$ cat src/hw/rtl/egd_pkg.sv
// Package of the elliptical grayscale dilation block.
// Holds field widths, register indexes and the state types; depends on nothing.
package egd_pkg;

	localparam int PIX_W = 8;
	localparam int CFG_IW = 2;
	localparam int CFG_DW = 11;
	localparam int RAD_REG_W = 6;
	localparam int WID_REG_W = 11;
	localparam int ROW_W = 16;
	localparam logic [ROW_W-1:0] ROW_MAX = '1;

	localparam logic [CFG_IW-1:0] REG_RX = 2'd0;
	localparam logic [CFG_IW-1:0] REG_RY = 2'd1;
	localparam logic [CFG_IW-1:0] REG_IMAGE_WIDTH = 2'd2;

	typedef enum logic [2:0] {
		S_CLEAR,
		S_IDLE,
		S_WRITE,
		S_DX,
		S_RD,
		S_DRAIN,
		S_OUT,
		S_ADV
	} egd_state_t;

	typedef enum logic [2:0] {
		H_IDLE,
		H_AREA,
		H_RHS,
		H_T,
		H_CMP
	} egd_hstate_t;

endpackage

$ cat src/hw/rtl/egd_heights.sv
// Sequential unit that computes the ellipse column heights from the radii.
// Depends on egd_pkg; each compare of squared products follows its own H_T product step.
module egd_heights import egd_pkg::*; #(
	parameter int MAX_RADIUS = 32
) (
	input  logic                          clk,
	input  logic                          arst_n,
	input  logic                          start,
	input  logic [$clog2(MAX_RADIUS+1)-1:0] rx,
	input  logic [$clog2(MAX_RADIUS+1)-1:0] ry,
	input  logic [((MAX_RADIUS > 1) ? $clog2(MAX_RADIUS) : 1)-1:0] rd_idx,
	output logic [$clog2(MAX_RADIUS+1)-1:0] rd_h,
	output logic                          busy
);

	localparam int RW = $clog2(MAX_RADIUS + 1);
	localparam int HIW = (MAX_RADIUS > 1) ? $clog2(MAX_RADIUS) : 1;
	localparam int AW2 = 2 * RW + 2;
	localparam int TW = 2 * RW + 1;
	localparam int RHW = 4 * RW + 2;

	egd_hstate_t state_q, state_d;
	logic [RW-1:0] d_q;
	logic [RW-1:0] k_q;
	logic [RW-1:0] h_q;
	logic [AW2-1:0] area_q;
	logic [2*RW-1:0] ry2_q;
	logic [RHW-1:0] rhs_q;
	logic [TW-1:0] t_q;
	logic [RW-1:0] height_q [MAX_RADIUS];

	logic [RW:0] od;
	logic [2*RW-1:0] rxsq;
	logic [RHW-1:0] tsq;
	logic hit;
	logic [RW-1:0] hn;

	assign od = {d_q, 1'b0} - (RW+1)'(1);
	assign rxsq = (2*RW)'(rx) * (2*RW)'(rx);
	assign tsq = RHW'(t_q) * RHW'(t_q);
	assign hit = (tsq <= rhs_q);
	assign hn = hit ? k_q : h_q;
	assign busy = (state_q != H_IDLE);
	assign rd_h = height_q[rd_idx];

	always_comb begin
		state_d = state_q;
		unique case (state_q)
			H_IDLE: state_d = H_IDLE;
			H_AREA: state_d = H_RHS;
			H_RHS: state_d = H_T;
			H_T: state_d = H_CMP;
			H_CMP: begin
				if (k_q == ry) begin
					state_d = (d_q == rx) ? H_IDLE : H_AREA;
				end else begin
					state_d = H_T;
				end
			end
			default: state_d = H_IDLE;
		endcase
		if (start) begin
			state_d = H_AREA;
		end
	end

	always_ff @(posedge clk or negedge arst_n) begin
		if (!arst_n) begin
			state_q <= H_AREA;
			d_q <= RW'(1);
		end else begin
			state_q <= state_d;
			if (start) begin
				d_q <= RW'(1);
			end else if (state_q == H_CMP && k_q == ry && d_q != rx) begin
				d_q <= d_q + RW'(1);
			end
		end
	end

	always_ff @(posedge clk) begin
		unique case (state_q)
			H_AREA: begin
				area_q <= {rxsq, 2'b00} - AW2'(od) * AW2'(od);
				ry2_q <= (2*RW)'(ry) * (2*RW)'(ry);
				k_q <= RW'(1);
				h_q <= '0;
			end
			H_RHS: rhs_q <= RHW'(ry2_q) * RHW'(area_q);
			H_T: t_q <= TW'(rx) * TW'({k_q, 1'b0} - (RW+1)'(1));
			H_CMP: begin
				h_q <= hn;
				if (k_q == ry) begin
					height_q[HIW'(d_q - RW'(1))] <= hn;
				end else begin
					k_q <= k_q + RW'(1);
				end
			end
			default: begin
			end
		endcase
	end

endmodule

$ cat config.mk
export PLATFORM = sky130hd
export DESIGN_NAME = egd_heights
export DESIGN_NICKNAME = d
export VERILOG_FILES = /design/src/hw/rtl/egd_pkg.sv /design/src/hw/rtl/egd_heights.sv
export SDC_FILE = /design/constraint.sdc
export NUM_CORES = 1
export LEC_CHECK = 0
export BUFFER_PORTS_ARGS = -buffer_cell sky130_fd_sc_hd__buf_2
export CAP_MARGIN = 20
export CORE_MARGIN = 2
export CORE_UTILIZATION = 55
export DETAILED_ROUTE_END_ITERATION = 7
export GPL_TIMING_DRIVEN = 0
export PLACE_DENSITY_LB_ADDON = 0.25
export SYNTH_ARGS = -nofsm -noshare
export SYNTH_HDL_FRONTEND = slang
export SYNTH_SLANG_ARGS = --single-unit
$ cat constraint.sdc
create_clock -name clk -period 9.3 [get_ports clk]
set_clock_uncertainty 0.15 [all_clocks]
set_input_delay 0.465 -clock clk [delete_from_list [all_inputs] [get_ports clk]]
set_output_delay 0.465 -clock clk [all_outputs]
set_load 0.01 [all_outputs]
# ---- Word-level counts from Yosys, hierarchy flattened
# Memories as Yosys holds them, arrays and structs flattened.
# Index checks and enable logic that the tools add are counted.
dict set report totals {
  regBits 86
  mem_bits_rw 192
  in_bits 20
  out_inout_bits 7
  wordCells 49
  n_memories 1
}
# name words word_bits rd rd_clocked_by_memory_dff write_ports line
set mem_list {}
lappend mem_list {height_q 32 6 1 0 1 egd_heights.sv:30} ;# logic [RW-1:0] height_q [MAX_RADIUS];
dict set report classes {
  n_addsub 6
  mul 6
  magnitude_cmp 1
  n_eq_ne 8
  n_mux 13
  reduce_logical 6
}
# op count
set ops {}
lappend ops {{$le A26 B26 Y1} 1}
lappend ops {{$mul A12 B14 Y26} 1}
lappend ops {{$mul A13 B13 Y26} 1}
lappend ops {{$mul A6 B6 Y12} 2}
lappend ops {{$mux W6} 4}
lappend ops {{$pmux W6 S2} 2}
lappend ops {{$mul A7 B7 Y14} 1}
lappend ops {{$sub A14 B14 Y14} 1}
lappend ops {{$mul A7 B8 Y13} 1}
lappend ops {{$add A6 B1 Y6 const B} 2}
lappend ops {{$eq A6 B6 Y1} 2}
lappend ops {{$pmux W3 S4} 1}
lappend ops {{$sub A7 B1 Y8 const B} 1}
lappend ops {{$sub A7 B1 Y7 const B} 1}
lappend ops {{$eq A3 B2 Y1 const B} 2}
lappend ops {{$ne A6 B6 Y1} 1}
lappend ops {{$sub A5 B1 Y5 const B} 1}
lappend ops {{$mux W1} 4}
lappend ops {{$reduce_bool A2 Y1} 2}
lappend ops {{$eq A3 B1 Y1 const B} 1}
lappend ops {{$eq A3 B3 Y1 const B} 1}
lappend ops {{$mux W3} 1}
lappend ops {{$reduce_bool A3 Y1} 1}
lappend ops {{$logic_and A1 B1 Y1} 2}
lappend ops {{3 further kinds} 3}

# ---- Longest topological paths before layout
dict set report depth {
  word_depth 5
  depth_mapped 30
  depth_no_buf 30
}

# ---- Least setup slack after synthesis
# OpenSTA, ideal clock, no wires.
dict set report synth_timing {
  path_type {flip-flop to flip-flop}
  startpoint {reg t_q[1]}
  endpoint {reg h_q[0] (data pin)}
  arrival_ps 7057
  required_ps 8895
  path_slack_ps 1838
  path_stages_with_launch 26
  path_buffers 1
  cell_sequence {edfxtp_1 clkbuf_1 nand2_1 fa_1 fa_1 inv_1 fa_1 fa_1 inv_1 fa_1 inv_1 ha_1 a21o_1 a21o_1 a221o_1 or2_2 a311oi_1 xnor2_1 ha_1 nand4_1 nor3_1 o31a_1 o21ai_0 a22oi_2 mux2_2 and2_1}
}
dict set report synth_between {
  elab_chain_cells 4
}
# item line
set synth_lines {}
lappend synth_lines {{from (decl)} egd_heights.sv:29} ;# logic [TW-1:0] t_q;
lappend synth_lines {{from (signal assigned)} egd_heights.sv:90} ;# H_T: t_q <= TW'(rx) * TW'({k_q, 1'b0} - (RW+1)'(1));
lappend synth_lines {{$mul A13 B13 Y26} egd_heights.sv:40} ;# assign tsq = RHW'(t_q) * RHW'(t_q);
lappend synth_lines {{$le A26 B26 Y1} egd_heights.sv:41} ;# assign hit = (tsq <= rhs_q);
lappend synth_lines {{$mux W6} egd_heights.sv:42} ;# assign hn = hit ? k_q : h_q;
lappend synth_lines {{net hn[0]} egd_heights.sv:36} ;# logic [RW-1:0] hn;
lappend synth_lines {{$pmux W6 S2} egd_heights.sv:82} ;# unique case (state_q)
lappend synth_lines {{to (signal assigned)} egd_heights.sv:92} ;# h_q <= hn;
lappend synth_lines {{to (decl)} egd_heights.sv:25} ;# logic [RW-1:0] h_q;
# The timed path passes the listed nets, and every way through them passes these cells.
# A chain may end at the register's enable or synchronous reset.

# ---- Worst setup path in the final report
dict set report layout_timing {
  startpoint {reg t_q[3]}
  endpoint {reg h_q[3] (data pin)}
}
# Same word-level chain as after synthesis.

==> impl_metrics.toml <==
[drt]
drc = 0
ant_nets = 0
drt_iter0_drc = 972
wl_mm = 53.4
via_per_inst = 5.46
routedWlPerCell_um = 18.4
vias = 15900
dr.pass1.iters = 5

[critical_path]
cp_top_family = "adder cells"
arrival_ps = 8950
cp.required_ps = 9450
crit_type = "reg2reg"
path_common_cell = "fa_1"
cp_slowest_cell = "mux2_2"
endpoint_kind = "flop"
crit_path_max_fanout = 33
path_buf_inv = 4
crit_path_start_kind = "flop"
crit_path_max_incr_delay_ps = 660
worstPathCellList = "clkbuf_1 -> nand2_1 -> fa_1 -> fa_1 -> inv_1 -> fa_1 -> fa_1 -> inv_1 -> fa_1 -> inv_1 -> ha_1 -> and4_1 -> a221o_1 -> or2_2 -> a311oi_1 -> xnor2_1 -> ha_1 -> nand4_1 -> nor3_1 -> o31a_1 -> o21ai_0 -> a22oi_2 -> mux2_2 -> and2_1"

[placement]
gp_congestion = 0.874
hpwlAfterDp_mm = 41.8
io_buffer_count = 20

[synthesis]
ys_seq_elements = 274
netlist_area_um2 = 25200
synth_common_cells = "inv_1 (432), fa_1 (273), edfxtp_1 (265)"
synth_edf_count = 265
async_reset_ff_share_pct = 3.28
synthAdderAreaFrac_pct = 34.1
synth_most_common_cell = "inv_1"
syn_area_per_cell_um2 = 11.3
synth_compound_area_share_pct = 4.82
synth.area.mux_share_pct = 6.08
synth_top_family_by_area = "adder cells"
synthDistinctLibCells = 68
synth-main-ff-cell = "edfxtp_1"
ys_seq_area_share_pct = 32.5
yosysTopAreaCell = "edfxtp_1"
synth_top_area_share_pct = 31.6
ys_top_cells_by_area = "edfxtp_1 (32%), fa_1 (22%), ha_1 (12%)"
synthCells = 2232
yosys.area_share.simple_pct = 10.2
yosysWarnings = 0
synth_xor_area_share_pct = 4.56

[die]
fp.dieH_um = 218
rows = 78
io_pins = 27
initial_core_util_pct = 55.6
dieArea_um2 = 47500
core_area_um2 = 45300
die_width_um = 218

[timing]
clock.fmax_ghz = 0.114
min_period_ps = 8800
max_slew_margin_pct = 30.3
period_share_pct = 94.6
drv_slew = 0
fin_tns_setup_ps = 0
finalSetupViolCount = 0
rsz0062_at_grt = "no"
tightest_slew_ps = 1040
hold_viol_final = 0

[grt]
busiest_layer = "met2"
grt_pass1_vias = 16900
grt_util_met1_pct = 30.2
use_met3_pct = 2.52
overflow = 0
grt_pass1_wl_mm = 87.5
antenna_found_initial = 0
grtUsageTotal_pct = 23.4
grtUsageMet2_pct = 41.4
grt_start_max_net_pins = 34

[clock_tree]
clk_pin_slew_worst_paths_ps = 70
cts_tree = "built"
cts_resized = 0
clk_latency_ps = 550
tritoncts.num_buffers = 28
htree_levels = 1
cts_root_buf = "clkbuf_16"
clock-sinks = 274
clock_path_buffers = 3

[worst_hold_path]
hp-class = "in2reg"

[job]
drv_cap = 0

[finish]
fin_nets = 2827
syn_to_final_growth_pct = 7.08
layout-drive-gt1-share_pct = 7.55
diodes = 0

[run_status]
status = "finished clean"
==> sequential cells by signal (all words and copies together), names as in the netlist <==
signal and count:
rhs_q 25, k_q 6, height_q 192, d_q 6, state_q 3, h_q 6, t_q 13, ry2_q 11
area_q 12
==> cells by family (layout without fill, tap and decap cells) <==
logic type,count (synthesis),count (layout)
XOR/XNOR,131,131
AND/OR/NAND/NOR,537,537
AO/OA/AOI/OAI,181,181
other,2,3
adder cells (fa/ha/maj),522,522
multiplexers,76,76
buffers and inverters,509,582
flip-flops,274,274
==> cell type report <==
cell class,count,area [um^2]
inverters,432,1620
fillers,3657,18300
clock inverters,14,145
plain buffers,77,309
clock buffers,37,756
well taps,600,751
repair buffers,22,121
flip-flops and latches,274,8190
multi-input cells,1450,15100
==> path summary, 6_finish.rpt <==
check                          from  cells after the start  slack, ps  endpoint
setup / recovery             t_q[3]                     24        500    h_q[3]
hold / removal                rx[0]                      1        100    t_q[0]
setup reg to reg             t_q[3]                     24        500    h_q[3]
hold reg to reg            ry2_q[0]                      0        410  rhs_q[1]
max in group asynchronous    arst_n                      2       8540    d_q[0]
min in group asynchronous    arst_n                      2        190    d_q[5]
==> metrics by stage <==
stage / worst slack [ps] / std cells / utilization [%] / hold slack [ps] / area [um^2]
after floorplan: 1840 / 2233 / - / 19.4 / 25200
after global placement: 600 / 2853 / 57.5 / 174 / 26000
after detailed placement: 520 / 2854 / 57.5 / 179 / 26000
after CTS: 480 / 2906 / 59.5 / 68.3 / 27000
after global routing: 115 / 2906 / 59.5 / 83.2 / 27000
final: 504 / 2906 / 59.5 / 96.6 / 27000
==> cells in the final DEF, fill, tap and decap left out, drive strengths merged, types with 60 or more instances in the layout <==
cell,n
inv,435
fa,273
edfxtp,265
ha,249
nand2,205
and2,119
nor2,100
clkbuf,96
xnor2,86
mux4,60
==> metal layers <==
metal  vias up  wire length, um
met5         -                0
met4         0             1790
met3       110             2820
met2       470            27300
met1      7919            21500
li1       7367                -
==> what timing repair did <==
item                                   4_1_cts  5_1_grt
hold buffers                                 1        0
setup buffers                                0        0
endpoints found under the hold margin        9        0
Power is left out: the tool's default activity adds up to more than one toggle a clock period on the data nets, which glitch-free logic cannot reach.
